### src/klock_pkg.sv
// Shared types, constants and codes for the keypad code lock.
`timescale 1ns / 1ps

package klock_pkg;

    localparam int MAX_CODE_LEN = 16;
    localparam int ADDR_W       = $clog2(MAX_CODE_LEN);
    localparam int LEN_W        = $clog2(MAX_CODE_LEN + 1);
    localparam int LED_COUNT    = 5;
    localparam int SWEEP_W      = $clog2(LED_COUNT);
    localparam int LED_W        = 5;
    localparam int KEY_W        = 4;
    localparam int OP_W         = 3;
    localparam int PULSE_W      = 13;
    localparam int FLASH_W      = 8;

    localparam int S_TDATA_W    = 8;
    localparam int S_TUSER_W    = OP_W;
    localparam int M_TDATA_W    = 24;
    localparam int APB_ADDR_W   = 4;
    localparam int APB_DATA_W   = 32;

    localparam logic [KEY_W-1:0]   KEY_HASH          = 4'd14;
    localparam logic [LED_W-1:0]   LED_ALL           = LED_W'((1 << LED_COUNT) - 1);
    localparam logic [PULSE_W-1:0] LOCK_PULSE_RESET  = 13'd271;
    localparam logic [PULSE_W-1:0] OPEN_PULSE_RESET  = 13'd1;
    localparam logic [FLASH_W-1:0] FLASH_TICKS_RESET = 8'd2;

    // Register index, taken from paddr[3:2].
    localparam logic [1:0] REG_LOCK_PULSE  = 2'd0;
    localparam logic [1:0] REG_OPEN_PULSE  = 2'd1;
    localparam logic [1:0] REG_FLASH_TICKS = 2'd2;

    typedef enum logic [OP_W-1:0] {
        OP_KEY           = 3'd0,
        OP_BOX_CLOSED    = 3'd1,
        OP_RESET_PRESS   = 3'd2,
        OP_RESET_RELEASE = 3'd3,
        OP_TICK          = 3'd4
    } opcode_t;

    typedef enum logic [1:0] {
        ST_IDLE,
        ST_EXEC,
        ST_CMP,
        ST_FINISH
    } state_t;

    typedef struct packed {
        logic capture;
        logic exec;
        logic cmp_step;
        logic emit;
    } cmd_t;

    typedef struct packed {
        logic need_cmp;
        logic cmp_done;
    } status_t;

    // Declared from the top bit down, so is_locked lands in bit 0.
    typedef struct packed {
        logic               pad;
        logic               store_full;
        logic               attempt_match;
        logic               attempt_done;
        logic [LED_W-1:0]   leds;
        logic [PULSE_W-1:0] servo_pulse;
        logic               code_set;
        logic               is_locked;
    } result_t;

endpackage

### src/klock_ctrl.sv
// Controller state machine that sequences one event through the datapath.
`timescale 1ns / 1ps

module klock_ctrl
    import klock_pkg::*;
(
    input  logic    aclk,
    input  logic    aresetn,
    input  logic    s_tvalid,
    input  logic    out_free,
    input  status_t status,
    output logic    s_tready,
    output cmd_t    cmd
);

    state_t state_reg;
    state_t state_next;

    always_ff @(posedge aclk) begin
        if (!aresetn) begin
            state_reg <= ST_IDLE;
        end else begin
            state_reg <= state_next;
        end
    end

    always_comb begin
        state_next = state_reg;
        unique case (state_reg)
            ST_IDLE: begin
                if (s_tvalid) state_next = ST_EXEC;
            end
            ST_EXEC: begin
                state_next = status.need_cmp ? ST_CMP : ST_FINISH;
            end
            ST_CMP: begin
                if (status.cmp_done) state_next = ST_FINISH;
            end
            ST_FINISH: begin
                if (out_free) state_next = ST_IDLE;
            end
            default: state_next = ST_IDLE;
        endcase
    end

    always_comb begin
        s_tready     = 1'b0;
        cmd          = '0;
        unique case (state_reg)
            ST_IDLE: begin
                s_tready    = 1'b1;
                cmd.capture = s_tvalid;
            end
            ST_EXEC: begin
                cmd.exec = 1'b1;
            end
            ST_CMP: begin
                cmd.cmp_step = 1'b1;
            end
            ST_FINISH: begin
                cmd.emit = out_free;
            end
            default: ;
        endcase
    end

endmodule

### src/klock_dp.sv
// Datapath: code and entry stores, lock state, digit compare walk and LED logic.
`timescale 1ns / 1ps

module klock_dp
    import klock_pkg::*;
(
    input  logic               aclk,
    input  logic               aresetn,
    input  cmd_t               cmd,
    input  logic [OP_W-1:0]    in_opcode,
    input  logic [KEY_W-1:0]   in_key,
    input  logic [PULSE_W-1:0] lock_pulse,
    input  logic [PULSE_W-1:0] open_pulse,
    input  logic [FLASH_W-1:0] flash_ticks,
    output status_t            status,
    output result_t            result
);

    logic [KEY_W-1:0] code_mem  [MAX_CODE_LEN];
    logic [KEY_W-1:0] entry_mem [MAX_CODE_LEN];
    logic [KEY_W-1:0] code_rd_reg;
    logic [KEY_W-1:0] entry_rd_reg;

    opcode_t          op_reg;
    logic [KEY_W-1:0] key_reg;

    logic [LEN_W-1:0]   code_len_reg,  code_len_next;
    logic [LEN_W-1:0]   entry_len_reg, entry_len_next;
    logic               locked_reg,    locked_next;
    logic               set_reg,       set_next;
    logic [SWEEP_W-1:0] sweep_reg,     sweep_next;
    logic [FLASH_W-1:0] flash_reg,     flash_next;
    logic               prev_hash_reg, prev_hash_next;
    logic               done_reg,      done_next;
    logic               match_reg,     match_next;
    logic               full_reg,      full_next;
    logic [LEN_W-1:0]   idx_reg,       idx_next;
    logic               pend_reg,      pend_next;

    logic             code_we;
    logic             entry_we;
    logic             code_room;
    logic             entry_room;
    logic [LEN_W-1:0] entry_len_inc;
    logic             attempt;
    logic             cmp_done;

    always_ff @(posedge aclk) begin
        if (cmd.capture) begin
            op_reg  <= opcode_t'(in_opcode);
            key_reg <= in_key;
        end
    end

    always_ff @(posedge aclk) begin
        if (code_we) code_mem[code_len_reg[ADDR_W-1:0]] <= key_reg;
        code_rd_reg <= code_mem[idx_reg[ADDR_W-1:0]];
    end

    always_ff @(posedge aclk) begin
        if (entry_we) entry_mem[entry_len_reg[ADDR_W-1:0]] <= key_reg;
        entry_rd_reg <= entry_mem[idx_reg[ADDR_W-1:0]];
    end

    assign code_room     = code_len_reg < LEN_W'(MAX_CODE_LEN);
    assign entry_room    = entry_len_reg < LEN_W'(MAX_CODE_LEN);
    assign entry_len_inc = entry_len_reg + {{(LEN_W-1){1'b0}}, entry_room};
    assign attempt       = (op_reg == OP_KEY) && locked_reg && (entry_len_inc >= code_len_reg);
    // The walk is over once every digit has been read and the last one compared.
    assign cmp_done      = (idx_reg == code_len_reg) && !pend_reg;

    assign status.need_cmp = attempt;
    assign status.cmp_done = cmp_done;

    always_comb begin
        code_len_next  = code_len_reg;
        entry_len_next = entry_len_reg;
        locked_next    = locked_reg;
        set_next       = set_reg;
        sweep_next     = sweep_reg;
        flash_next     = flash_reg;
        prev_hash_next = prev_hash_reg;
        done_next      = done_reg;
        match_next     = match_reg;
        full_next      = full_reg;
        idx_next       = idx_reg;
        pend_next      = pend_reg;
        code_we        = 1'b0;
        entry_we       = 1'b0;

        if (cmd.exec) begin
            done_next  = 1'b0;
            match_next = 1'b0;
            full_next  = 1'b0;
            unique case (op_reg)
                OP_KEY: begin
                    if (!locked_reg && !set_reg) begin
                        if (code_room) begin
                            code_we        = 1'b1;
                            code_len_next  = code_len_reg + 1'b1;
                            prev_hash_next = (key_reg == KEY_HASH);
                            // Two hash keys in a row close the code and lock the bolt.
                            if ((key_reg == KEY_HASH) && prev_hash_reg &&
                                (code_len_reg != '0)) begin
                                locked_next = 1'b1;
                                set_next    = 1'b1;
                            end
                        end else begin
                            full_next = 1'b1;
                        end
                    end else if (locked_reg) begin
                        entry_we       = entry_room;
                        full_next      = !entry_room;
                        entry_len_next = entry_len_inc;
                        if (attempt) begin
                            done_next      = 1'b1;
                            match_next     = 1'b1;
                            entry_len_next = '0;
                            flash_next     = flash_ticks;
                            idx_next       = '0;
                            pend_next      = 1'b0;
                        end
                    end
                end
                OP_BOX_CLOSED: begin
                    if (set_reg) begin
                        locked_next    = 1'b1;
                        entry_len_next = '0;
                    end
                end
                OP_RESET_PRESS: begin
                    code_len_next = '0;
                end
                OP_RESET_RELEASE: begin
                    locked_next = 1'b0;
                    set_next    = 1'b0;
                end
                OP_TICK: begin
                    if (flash_reg != '0) begin
                        flash_next = flash_reg - 1'b1;
                    end else if (locked_reg) begin
                        sweep_next = '0;
                    end else if (sweep_reg == SWEEP_W'(LED_COUNT - 1)) begin
                        sweep_next = '0;
                    end else begin
                        sweep_next = sweep_reg + 1'b1;
                    end
                end
                default: ;
            endcase
        end

        if (cmd.cmp_step) begin
            if (pend_reg && (code_rd_reg != entry_rd_reg)) match_next = 1'b0;
            pend_next = idx_reg < code_len_reg;
            if (idx_reg < code_len_reg) idx_next = idx_reg + 1'b1;
            if (cmp_done && match_reg) locked_next = 1'b0;
        end
    end

    always_ff @(posedge aclk) begin
        if (!aresetn) begin
            code_len_reg  <= '0;
            entry_len_reg <= '0;
            locked_reg    <= 1'b0;
            set_reg       <= 1'b0;
            sweep_reg     <= '0;
            flash_reg     <= '0;
            prev_hash_reg <= 1'b0;
            done_reg      <= 1'b0;
            match_reg     <= 1'b0;
            full_reg      <= 1'b0;
            idx_reg       <= '0;
            pend_reg      <= 1'b0;
        end else begin
            code_len_reg  <= code_len_next;
            entry_len_reg <= entry_len_next;
            locked_reg    <= locked_next;
            set_reg       <= set_next;
            sweep_reg     <= sweep_next;
            flash_reg     <= flash_next;
            prev_hash_reg <= prev_hash_next;
            done_reg      <= done_next;
            match_reg     <= match_next;
            full_reg      <= full_next;
            idx_reg       <= idx_next;
            pend_reg      <= pend_next;
        end
    end

    always_comb begin
        result               = '0;
        result.is_locked     = locked_reg;
        result.code_set      = set_reg;
        result.servo_pulse   = locked_reg ? lock_pulse : open_pulse;
        result.attempt_done  = done_reg;
        result.attempt_match = match_reg;
        result.store_full    = full_reg;
        if (flash_reg != '0) begin
            result.leds = LED_ALL;
        end else if (locked_reg) begin
            result.leds = '0;
        end else begin
            result.leds = LED_ALL & (LED_W'(1) << sweep_reg);
        end
    end

endmodule

### src/keypad_code_lock.sv
// Usage:
// Events arrive on the s_ stream, one beat each: s_tuser carries the opcode
// (key, box closed, reset pressed, reset released, tick) and s_tdata the key
// index. Every event produces exactly one result beat on the m_ stream with
// the lock state, servo pulse, LED pattern and attempt flags.
// Servo pulse widths and the flash length are set over the APB port at
// byte addresses 0, 4 and 8; write them only while no event is in flight.
// An event that completes an entry walks the stored code one digit per cycle
// through the code and entry memories; the stored code is at most 16 keys
// long. Each event is accepted in the idle state, executed in the exec state,
// compared in the compare state if it completes an entry, and its result beat
// is loaded into the output register in the finish state; s_tready stays low
// from accept until the controller is back in the idle state.
// The output register holds one result; s_tready comes back while a result
// is still waiting, and the next event is worked through and then held until
// the receiver takes the waiting beat.
// Reset clears the code, entry, lock and LED state and restores the register
// defaults (271, 1, 2); store contents are only read once written again.
`timescale 1ns / 1ps

module keypad_code_lock
    import klock_pkg::*;
(
    input  logic                  aclk,
    input  logic                  aresetn,
    input  logic                  s_tvalid,
    output logic                  s_tready,
    input  logic [S_TDATA_W-1:0]  s_tdata,   // [3:0] key_index, [7:4] zero
    input  logic [S_TUSER_W-1:0]  s_tuser,   // [2:0] opcode
    output logic                  m_tvalid,
    input  logic                  m_tready,
    // [0] is_locked, [1] code_set, [14:2] servo_pulse, [19:15] leds,
    // [20] attempt_done, [21] attempt_match, [22] store_full, [23] zero
    output logic [M_TDATA_W-1:0]  m_tdata,
    input  logic                  psel,
    input  logic                  penable,
    input  logic                  pwrite,
    input  logic [APB_ADDR_W-1:0] paddr,
    input  logic [APB_DATA_W-1:0] pwdata,
    output logic [APB_DATA_W-1:0] prdata,
    output logic                  pready
);

    logic [PULSE_W-1:0] lock_pulse_reg;
    logic [PULSE_W-1:0] open_pulse_reg;
    logic [FLASH_W-1:0] flash_ticks_reg;
    logic               cfg_write;

    logic               m_tvalid_reg, m_tvalid_next;
    result_t            m_tdata_reg;

    cmd_t               cmd;
    status_t            status;
    result_t            result;
    logic               out_free;

    assign pready    = 1'b1;
    assign cfg_write = psel && penable && pwrite;

    always_ff @(posedge aclk) begin
        if (!aresetn) begin
            lock_pulse_reg  <= LOCK_PULSE_RESET;
            open_pulse_reg  <= OPEN_PULSE_RESET;
            flash_ticks_reg <= FLASH_TICKS_RESET;
        end else if (cfg_write) begin
            unique case (paddr[3:2])
                REG_LOCK_PULSE:  lock_pulse_reg  <= pwdata[PULSE_W-1:0];
                REG_OPEN_PULSE:  open_pulse_reg  <= pwdata[PULSE_W-1:0];
                REG_FLASH_TICKS: flash_ticks_reg <= pwdata[FLASH_W-1:0];
                default: ;
            endcase
        end
    end

    always_comb begin
        unique case (paddr[3:2])
            REG_LOCK_PULSE:  prdata = APB_DATA_W'(lock_pulse_reg);
            REG_OPEN_PULSE:  prdata = APB_DATA_W'(open_pulse_reg);
            REG_FLASH_TICKS: prdata = APB_DATA_W'(flash_ticks_reg);
            default:         prdata = '0;
        endcase
    end

    assign out_free = !m_tvalid_reg || m_tready;

    always_comb begin
        m_tvalid_next = m_tvalid_reg;
        if (cmd.emit) begin
            m_tvalid_next = 1'b1;
        end else if (m_tready) begin
            m_tvalid_next = 1'b0;
        end
    end

    always_ff @(posedge aclk) begin
        if (!aresetn) begin
            m_tvalid_reg <= 1'b0;
        end else begin
            m_tvalid_reg <= m_tvalid_next;
        end
    end

    always_ff @(posedge aclk) begin
        if (cmd.emit) m_tdata_reg <= result;
    end

    assign m_tvalid = m_tvalid_reg;
    assign m_tdata  = m_tdata_reg;

    klock_ctrl u_ctrl (
        .aclk     (aclk),
        .aresetn  (aresetn),
        .s_tvalid (s_tvalid),
        .out_free (out_free),
        .status   (status),
        .s_tready (s_tready),
        .cmd      (cmd)
    );

    klock_dp u_dp (
        .aclk        (aclk),
        .aresetn     (aresetn),
        .cmd         (cmd),
        .in_opcode   (s_tuser[OP_W-1:0]),
        .in_key      (s_tdata[KEY_W-1:0]),
        .lock_pulse  (lock_pulse_reg),
        .open_pulse  (open_pulse_reg),
        .flash_ticks (flash_ticks_reg),
        .status      (status),
        .result      (result)
    );

endmodule

### config.mk
export PLATFORM = sky130hd
export DESIGN_NAME = keypad_code_lock
export DESIGN_NICKNAME = d
export VERILOG_FILES = /design/src/klock_pkg.sv /design/src/klock_ctrl.sv /design/src/klock_dp.sv /design/src/keypad_code_lock.sv
export SDC_FILE = /design/constraint.sdc
export NUM_CORES = 1
export LEC_CHECK = 0
export BUFFER_PORTS_ARGS = -buffer_cell sky130_fd_sc_hd__buf_2
export CELL_PAD_IN_SITES_DETAIL_PLACEMENT = 1
export CELL_PAD_IN_SITES_GLOBAL_PLACEMENT = 2
export CORE_MARGIN = 2
export CORE_UTILIZATION = 30
export CTS_CLUSTER_DIAMETER = 100
export CTS_CLUSTER_SIZE = 20
export DETAILED_ROUTE_END_ITERATION = 10
export PLACE_DENSITY = 0.62
export RECOVER_POWER = 50
export SYNTH_ARGS = -nofsm -noshare
export SYNTH_HDL_FRONTEND = slang
export SYNTH_SLANG_ARGS = --single-unit
### constraint.sdc
create_clock -name aclk -period 5.2 [get_ports aclk]
set_input_delay 1.04 -clock aclk [delete_from_list [all_inputs] [get_ports aclk]]
set_output_delay 1.04 -clock aclk [all_outputs]
set_load 0.05 [all_outputs]
==> flow_metrics.tcl, run 1 <==
set metrics [dict create \
    irDropWorstVdd_mv 0.171 \
    synthFlopType "edfxtp_1" \
    violations "max-capacitance violations, max-slew violations" \
    post-route-period-util_pct 72.6 \
    dp.cells 1272 \
    synthSimpleGateAreaFrac_pct 12.0 \
    fin_area_um2 11500 \
    cts_max_path_buffers 3 \
    max_freq_mhz 265 \
    max_stage_delay_ns 0.91 \
    synth_cell_types 65 \
    power.total_uw 3910 \
    grt_max_degree 36 \
    num_io_pins 113 \
    numPortBuffers 66 \
    dp_hpwl_um 16900 \
    areaGrowthSynthToFinish_pct 10.8 \
    die-area_um2 36100 \
    yosys.area.top_type "edfxtp_1" \
    synth_seq_cells 236 \
    worstSetupStartpointType "flop" \
    p_leak_uw 0.00384 \
    die_w_um 190 \
    ys_warn_count 0 \
    crit_path_end_kind "flop" \
    final_max_slew_viol_count 69 \
    yosysSeqAreaShare_pct 60.7 \
    stdcell_count 1300 \
    drtAntennaViolNets 0 \
    gp_congestion 0.712 \
    synth_compound_area_share_pct 6.12 \
    cts_tree "done" \
    post_dp_cell_area_um2 11100 \
    antenna_found_initial 1 \
    crit_fanout 16 \
    grt_pass1_wl_um 39300 \
    slew_headroom_pct -15.0 \
    fin_skew_ns 0.0163 \
    final_util_pct 33.5 \
    clock-root-buffer "clkbuf_16" \
    via_count 6237 \
    post_cts_buffers 0 \
    swShare_pct 27.1 \
    drc_errors 0 \
    cpMaxStageDelayCell "nor4_1" \
    htreeDepth 1 \
    synthCells 791 \
    post-route-min-period_ns 3.78 \
    grt_overflow 0 \
    crit_required_ns 5.30 \
    hold_buffers 0 \
    firstDrtPassIters 4 \
    setup.worst_path.class "flop to flop" \
    grt_pass1_vias 6566 \
    start_util_pct 30.3 \
    tns_ns 0 \
    synth_adder_area_share_pct 3.25 \
    pwr-share-seq_pct 55.9 \
    fill_cells 3686 \
    synth_mux_area_share_pct 12.7 \
    numCtsBuffers 16 \
    power_frac_clock_pct 32.6 \
    synth_edf_count 158 \
    clk_latency_ns 0.49 \
    netlist_area_um2 10400 \
    antennaDiodeCount 0 \
    routed_wl_um 25000 \
    path_cells "clkbuf_1, inv_1, or3_1, nor4_1" \
    grt.total_usage_pct 14.0 \
    yosysMostFrequentCell "edfxtp_1" \
    setup_violations 0 \
    rsz0062_at_grt "no" \
    clkSlewWorstSetupHoldPaths_ns 0.09 \
    synth_common_cells "158 x edfxtp_1, 83 x nand2_1, 78 x dfxtp_1, 61 x nor2_1, 40 x mux4_2" \
    post_cts_resized 0 \
    wl_per_cell_um 19.2 \
    intPower_uw 2850 \
    synth_area_leaders "edfxtp_1 46%, dfxtp_1 15%, mux4_2 8.7%" \
    core_area_um2 34300 \
    power.density_nw_per_um2 340 \
    tightest_slew_ns 1.73 \
    async_flop_share_pct 0 \
    die_y_um 190 \
    p_switching_uw 1060 \
    drt_iter0_markers 383 \
    synth-xor-area-share_pct 0.675 \
    viasPerCell 4.80 \
    p_comb_share_pct 11.5 \
    fp-row-count 68 \
    synth_top_family_by_area "multiplexers" \
    drv_cap 2 \
    status "finished, violations left" \
    synth_top_area_share_pct 45.7 \
    cts.sinks 236 \
    finalHoldViolCount 0 \
    cp_data_arrival_time_ns 3.88 \
    final_nets 916 \
    hold_path_class "flop to flop" \
    avgSynthCellArea_um2 13.1 \
    drive_above_1_share_pct 17.8 \
]
-- worst max-delay path: cells and delay by family (launching register included) --
kind          cells  cell delay, ns
simple gates      2            1.49
flops             1            0.73
buf+inv           2            1.15
-- cell families (layout without fill, tap and decap cells) --
logic type | after synthesis | after routing
compound gates | 99 | 99
xor+xnor | 8 | 8
fa+ha+maj | 27 | 27
buf+inv | 91 | 126
flops | 236 | 236
mux | 80 | 80
other cells | 2 | 21
simple gates | 248 | 248
-- area by class of cell --
class	count	area, µm²	area share [%]
Sequential cell	236	6310	54.8
Multi-Input combinational cell	483	3690	32.1
Tap cell	455	569	4.95
Clock buffer	25	455	3.96
Timing Repair Buffer	77	369	3.21
Inverter	21	78.8	0.685
Clock inverter	3	31.3	0.272
-- layer usage --
metal  wire, µm  share of wire (%)  vias to the layer above  track usage (%)
met2      12000                 48                       82             23.3
met3        842                3.4                       27             1.96
met1      11900                 48                     3166             19.5
met5         11              0.044                        -                0
li1           -                  -                     2960                -
met4        310                1.2                        2             2.62
-- metrics by stage --
stage               worst slack, ns  hold slack [ns]
CTS                            1.48            0.453
global route                   1.13            0.468
finish                         1.42            0.454
detailed placement             1.49            0.417
global placement               1.53            0.425
floorplan                      1.27            0.401
-- power groups by stage --
stage / combinational (µW) / sequential [µW] / clock [µW]
after detailed placement: 463 / 2230 / 0
final: 448 / 2190 / 1280
after global routing: 495 / 2200 / 1390
after global placement: 460 / 2230 / 0
after CTS: 464 / 2190 / 1330
after floorplan: 283 / 2270 / 0
-- placed cells by master, fill, tap and decap left out, types with 3 or more instances in the layout --
cell       synthesis  layout
a21oi_1           30      30
a22oi_1            3       3
a31oi_1            4       4
a32o_1             4       4
buf_2             14      49
buf_4             22       5
clkbuf_1          28      31
clkbuf_16          0      17
conb_1             2      21
dfxtp_1           78      77
edfxtp_1         158     158
ha_1              27      27
inv_1             21      21
mux2_2            13      11
mux2i_1           27      27
mux4_2            40      40
nand2_1           83      83
nand2b_1           4       4
nand3_1           27      27
nand3b_1           3       3
nand4_1            3       3
nor2_1            61      61
nor2b_1           14      14
nor3_1            15      15
nor3_2             3       3
nor4_1             3       3
o211ai_1           5       5
o21a_1             3       3
o21ai_0           23      23
o311ai_0           3       3
o31ai_1            8       8
or3_1              4       4
xnor2_1            8       8
-- worst paths after layout --
kind / from / endpoint / slack, ns / cells past startpoint
min: u_dp.done_reg / m_tdata[20] / 0.45 / 0
min reg2reg: u_dp.done_reg / m_tdata[20] / 0.45 / 0
max: u_dp.locked_reg / u_dp.entry_mem[2][1] / 1.42 / 4
max reg2reg: u_dp.locked_reg / u_dp.entry_mem[2][1] / 1.42 / 4
Note: power is estimated with default switching activity, not from simulation.
==> inputs of run 2 (changes only) <==
--- a/config.mk
+++ b/config.mk
@@ -5,6 +5,7 @@
 export SDC_FILE = /design/constraint.sdc
 export NUM_CORES = 1
 export LEC_CHECK = 0
+export ABC_AREA = 1
 export BUFFER_PORTS_ARGS = -buffer_cell sky130_fd_sc_hd__buf_2
 export CELL_PAD_IN_SITES_DETAIL_PLACEMENT = 1
 export CELL_PAD_IN_SITES_GLOBAL_PLACEMENT = 2
@@ -13,7 +14,7 @@
 export CTS_CLUSTER_DIAMETER = 100
 export CTS_CLUSTER_SIZE = 20
 export DETAILED_ROUTE_END_ITERATION = 10
-export PLACE_DENSITY = 0.62
+export PLACE_DENSITY = 0.66
 export RECOVER_POWER = 50
 export SYNTH_ARGS = -nofsm -noshare
 export SYNTH_HDL_FRONTEND = slang
==> constraint.sdc (replaced) <==
create_clock -name aclk -period 3.7 [get_ports aclk]
set_input_delay 0.74 -clock aclk [delete_from_list [all_inputs] [get_ports aclk]]
set_output_delay 0.74 -clock aclk [all_outputs]
set_load 0.05 [all_outputs]
==> run 2 against run 1 <==
  * The flow still finishes with violations (max-capacitance violations, max-slew violations)
  * Synthesized cell count rose by 35%
  * Largest cell class unchanged
  * Largest power group unchanged
  * Highest routed layer is now met4
  * Total power rose by 43%
  * Critical path type is now primary input to primary output
  * Clock skew fell by 0.0066 ns
==> flow_metrics.tcl, run 2 <==
set metrics [dict create \
    status "finished, violations left" \
    violations "max-capacitance violations, max-slew violations" \
    crit_fanout 13 \
    power.density_nw_per_um2 482 \
    max_stage_delay_ns 0.63 \
    die-area_um2 36300 \
    tightest_slew_ns 1.59 \
    cpMaxStageDelayCell "clkbuf_1" \
    start_util_pct 30.3 \
    crit_required_ns 2.96 \
    yosysMostFrequentCell "nor2_1" \
    drt_iter0_markers 304 \
    slew_headroom_pct -6.02 \
    areaGrowthSynthToFinish_pct 11.0 \
    post-route-period-util_pct 80.5 \
    grt.total_usage_pct 15.3 \
    die_w_um 190 \
    post-route-min-period_ns 2.98 \
    worst_path_most_repeated_cell "clkbuf_1" \
    post_cts_buffers 0 \
    cts_tree "done" \
    synth_cell_types 37 \
    setup_violations 0 \
    antennaDiodeCount 0 \
    fin_skew_ns 0.00979 \
    wl_per_cell_um 17.3 \
    irDropWorstVdd_mv 0.307 \
    core_area_um2 34400 \
    numCtsBuffers 15 \
    use_met3_pct 1.67 \
    viasPerCell 4.72 \
    dp_hpwl_um 18800 \
    use_met1_pct 20.6 \
    clkSlewWorstSetupHoldPaths_ns 0.08 \
    antenna_found_initial 0 \
    die_y_um 190 \
    clk_latency_ns 0.49 \
    fp-row-count 68 \
    hold_path_class "primary input to flop" \
    grt_busiest_layer "met2" \
    synth_area_leaders "edfxtp_1 46%, dfxtp_1 15%, o21ai_0 6.3%" \
    grt_overflow 0 \
    hold_buffers 0 \
    yosysSeqAreaShare_pct 60.5 \
    fin_area_um2 11600 \
    post_dp_cell_area_um2 11200 \
    via_count 7477 \
    setup.worst_path.class "primary input to primary output" \
    grt_max_degree 69 \
    finalHoldViolCount 0 \
    p_leak_uw 0.00426 \
    final_max_slew_viol_count 68 \
    crit_path_end_kind "primary output" \
    synth_seq_cells 236 \
    drtAntennaViolNets 0 \
    max_freq_mhz 336 \
    cp_data_arrival_time_ns 2.24 \
    rsz0062_at_grt "no" \
    tns_ns 0 \
    yosys.area.top_type "edfxtp_1" \
    drive_above_1_share_pct 9.39 \
    grt_pass1_vias 7672 \
    numPortBuffers 66 \
    num_io_pins 113 \
    dp.cells 1560 \
    final_nets 1203 \
    worstSetupStartpointType "primary input" \
    gp_congestion 0.737 \
    path_cells "clkbuf_1, nor2_1, clkbuf_1, inv_1, o22ai_1, buf_2" \
    final_cell_mix "162 x nor2_1, 161 x nand2_1, 158 x edfxtp_1" \
    htreeDepth 1 \
    netlist_area_um2 10400 \
    synth_top_area_share_pct 45.5 \
    ys_warn_count 0 \
    synthCells 1068 \
    fill_cells 3971 \
    firstDrtPassIters 4 \
    drc_errors 0 \
    routed_wl_um 27500 \
    async_flop_share_pct 0 \
    synth_common_cells "162 x nor2_1, 161 x nand2_1, 158 x edfxtp_1, 131 x o21ai_0" \
    final_util_pct 33.7 \
    synth_edf_count 158 \
    clock-root-buffer "clkbuf_16" \
    stdcell_count 1584 \
    grtUsageMet2_pct 26.5 \
    grt_pass1_wl_um 43400 \
    cts.sinks 236 \
    avgSynthCellArea_um2 9.76 \
    cts_max_path_buffers 3 \
    drv_cap 2 \
    final_common_cell "nor2_1" \
    post_cts_resized 0 \
    synthFlopType "edfxtp_1" \
]
[run 2: changes by cell type after synthesis, moves of 17 or more]
cell and change:
o21ai_0 +108, nor2_1 +101, nand2_1 +78, inv_1 +57, mux4_2 -40, nand3_1 +36, mux2i_1 -27, a21oi_1 +25
o22ai_1 +17
[run 2: critical path: cells and delay by family]
kind                   cells  cell delay, ns
AO/OA/AOI/OAI              1            0.21
AND/OR/NAND/NOR            1            0.11
buffers and inverters      4            1.18
[run 2: metal layers]
layer | wire length (µm) | vias up
met5 | 0 | -
met3 | 684 | 24
met4 | 501 | 0
met2 | 13400 | 82
met1 | 12900 | 3654
li1 | - | 3717
[run 2: cell families after synthesis]
| logic type | share of synthesized area [%] |
|---|---|
| XOR/XNOR | 0.840 |
| other | 0.0720 |
| buffers and inverters | 6.50 |
| AO/OA/AOI/OAI | 12.3 |
| flip-flops | 60.5 |
| adder cells (fa/ha/maj) | 3.24 |
| AND/OR/NAND/NOR | 16.5 |
[run 2: final cells by class]
type                    count  area (µm²)  area share, %
flip-flops and latches    236        6310           54.5
well taps                 455         569           4.92
inverters                  85         327           2.82
clock buffers              23         415           3.59
repair buffers             82         430           3.72
multi-input cells         702        3510           30.4
clock inverters             1        8.76         0.0757
[run 2: stage by stage]
step / hold slack, ns / total power [µW] / setup WS [ns]
final: 0.425 / 5580 / 0.722
after global placement: 0.427 / 3980 / 1.05
after global routing: 0.406 / 5850 / 0.576
after floorplan: 0.409 / 3730 / 0.755
after detailed placement: 0.426 / 3990 / 1.03
after CTS: 0.402 / 5690 / 1.03
[run 2: final timing paths]
kind | depth (start not counted) | from | slack, ns | end
max | 6 | paddr[3] | 0.72 | prdata[10]
min | 1 | s_tuser[1] | 0.43 | u_dp.op_reg[1]
max reg2reg | 7 | u_dp.key_reg[2] | 1.09 | u_dp.locked_reg
min reg2reg | 0 | u_dp.done_reg | 0.45 | m_tdata[20]
[run 2: report_power, final]
part | switching, µW | total, µW | internal, µW
clock network | 886 | 1670 | 783
registers | 68.7 | 3060 | 2990
logic | 656 | 845 | 189
==> inputs of run 3 (changes only) <==
==> constraint.sdc (replaced) <==
create_clock -name aclk -period 2.9 [get_ports aclk]
set_input_delay 0.58 -clock aclk [delete_from_list [all_inputs] [get_ports aclk]]
set_output_delay 0.58 -clock aclk [all_outputs]
set_load 0.05 [all_outputs]
==> run 3 against run 2 <==
  * The flow still finishes with violations (max-capacitance violations, max-slew violations)
  * Routed wire length decreased by 1.0%
  * Global-route usage decreased by 0.15 points
  * Clock skew increased by 0.033 ns
  * Highest routed layer is now met5
  * Sequential share of layout area decreased by 0.071 points
  * Largest power group unchanged
  * Clock power increased by 26%
  * Worst setup slack got worse by 0.45 ns
  * Critical path depth unchanged
==> flow_metrics.tcl, run 3 (synthesis results as in run 2) <==
set metrics [dict create \
    status "finished, violations left" \
    violations "max-capacitance violations, max-slew violations" \
    use_met3_pct 1.93 \
    finalHoldViolCount 0 \
    core_area_um2 34400 \
    drtAntennaViolNets 0 \
    fin_ws_ns 0.275 \
    post_cts_buffers 0 \
    cts_max_path_buffers 3 \
    final_cell_mix "164 x nor2_1, 161 x nand2_1, 158 x edfxtp_1" \
    numCtsBuffers 15 \
    fin_skew_ns 0.0423 \
    p_leak_uw 0.00428 \
    final_nets 1208 \
    power.density_nw_per_um2 612 \
    crit_required_ns 2.32 \
    die_y_um 190 \
    crit_path_end_kind "primary output" \
    hold_path_class "primary input to flop" \
    grt_pass1_wl_um 43100 \
    drc_errors 0 \
    antenna_found_initial 1 \
    firstDrtPassIters 4 \
    gp_congestion 0.743 \
    ff2ff_path_depth 5 \
    wl_per_cell_um 17.1 \
    post_dp_cell_area_um2 11200 \
    num_io_pins 113 \
    numPortBuffers 66 \
    regToRegSetupSlack_ns 0.31 \
    setup_violations 0 \
    via_count 7548 \
    antennaDiodeCount 0 \
    cp-endpoint "prdata[10]" \
    p_switching_uw 2050 \
    dp_hpwl_um 18300 \
    crit_path_start "paddr[3]" \
    final_common_cell "nor2_1" \
    clkSlewWorstSetupHoldPaths_ns 0.09 \
    pre_cts_slack_ns 0.386 \
    die-area_um2 36300 \
    cts.sinks 236 \
    worstSetupStartpointType "primary input" \
    rsz0062_at_grt "no" \
    htreeDepth 1 \
    hold_buffers 0 \
    routed_wl_um 27200 \
    die_w_um 190 \
    grt_max_degree 69 \
    slew_headroom_pct -5.69 \
    clk_latency_ns 0.51 \
    max_freq_mhz 381 \
    grtUsageMet2_pct 26.3 \
    rr_startpoint "u_dp.op_reg[0]" \
    tns_ns 0 \
    areaGrowthSynthToFinish_pct 11.1 \
    power.total_uw 7090 \
    drive_above_1_share_pct 9.60 \
    stdcell_count 1591 \
    setup.worst_path.class "primary input to primary output" \
    tightest_slew_ns 1.59 \
    intPower_uw 5040 \
    power_frac_clock_pct 29.8 \
    post-route-min-period_ns 2.62 \
    drv_cap 3 \
    fp-row-count 68 \
    drt_iter0_markers 389 \
    grt_pass1_vias 7598 \
    cts_tree "done" \
    start_util_pct 30.3 \
    viasPerCell 4.74 \
    dp.cells 1565 \
    crit_fanout 13 \
    timing.rr.end "u_dp.entry_mem[9][1]" \
    post_cts_resized 0 \
    grt.total_usage_pct 15.1 \
    fin_area_um2 11600 \
    swShare_pct 28.9 \
    use_met1_pct 20.4 \
    pwr-share-seq_pct 54.9 \
    grt_busiest_layer "met2" \
    irDropWorstVdd_mv 0.391 \
    post-route-period-util_pct 90.5 \
    cp_data_arrival_time_ns 2.04 \
    final_max_slew_viol_count 90 \
    clock-root-buffer "clkbuf_16" \
    p_comb_share_pct 15.3 \
    grt_overflow 0 \
]
==> run 3: cell count changes in the layout (fill, tap and decap cells not counted), sizes merged <==
cell | before | now
buf | 70 | 75
clkinv | 2 | 4
==> run 3: stage by stage <==
stage | hold WS [ns] | util, %
2_1_floorplan | 0.409 | -
3_3_place_gp | 0.423 | 32.6
3_5_place_dp | 0.429 | 32.6
4_1_cts | 0.220 | 33.9
5_1_grt | 0.214 | 33.7
6_report | 0.238 | 33.7
==> run 3: area by class of cell <==
class / instances / area (µm²)
Inverter: 85 / 327
Clock buffer: 23 / 405
Tap cell: 455 / 569
Timing Repair Buffer: 87 / 463
Sequential cell: 236 / 6310
Clock inverter: 3 / 16.3
Multi-Input combinational cell: 702 / 3500
Fill cell: 3982 / 22800
==> run 3: power by group through the flow <==
stage	Combinational [µW]	Sequential, µW	Clock (µW)
2_1_floorplan	634	4130	0
3_3_place_gp	1120	3970	0
3_5_place_dp	1130	3970	0
4_1_cts	1140	3890	2200
5_1_grt	1210	3920	2300
6_report	1080	3900	2110
==> run 3: worst max-delay path: stages <==
cell      delay (ns)
clkbuf_1        0.10
nor2_1          0.10
clkbuf_1        0.57
inv_1           0.16
o22ai_1         0.22
buf_2           0.30
==> run 3: metal layers <==
| metal | vias to the layer above | routed length, µm | part of all wire (%) |
|---|---|---|---|
| met2 | 81 | 13300 | 49 |
| met5 | - | 16 | 0.059 |
| met3 | 19 | 814 | 3.0 |
| met4 | 2 | 261 | 0.96 |
| met1 | 3724 | 12800 | 47 |
| li1 | 3722 | - | - |
==> run 3: how the worst min path moves through the flow <==
stage               depth (start not counted)  slack [ns]           from             end
floorplan                                   0        0.41  u_dp.full_reg     m_tdata[22]
global placement                            0        0.42  u_dp.full_reg     m_tdata[22]
detailed placement                          0        0.43  u_dp.done_reg     m_tdata[20]
CTS                                         1        0.22     s_tuser[0]  u_dp.op_reg[0]
global route                                1        0.21     s_tuser[0]  u_dp.op_reg[0]
finish                                      1        0.24     s_tuser[0]  u_dp.op_reg[0]
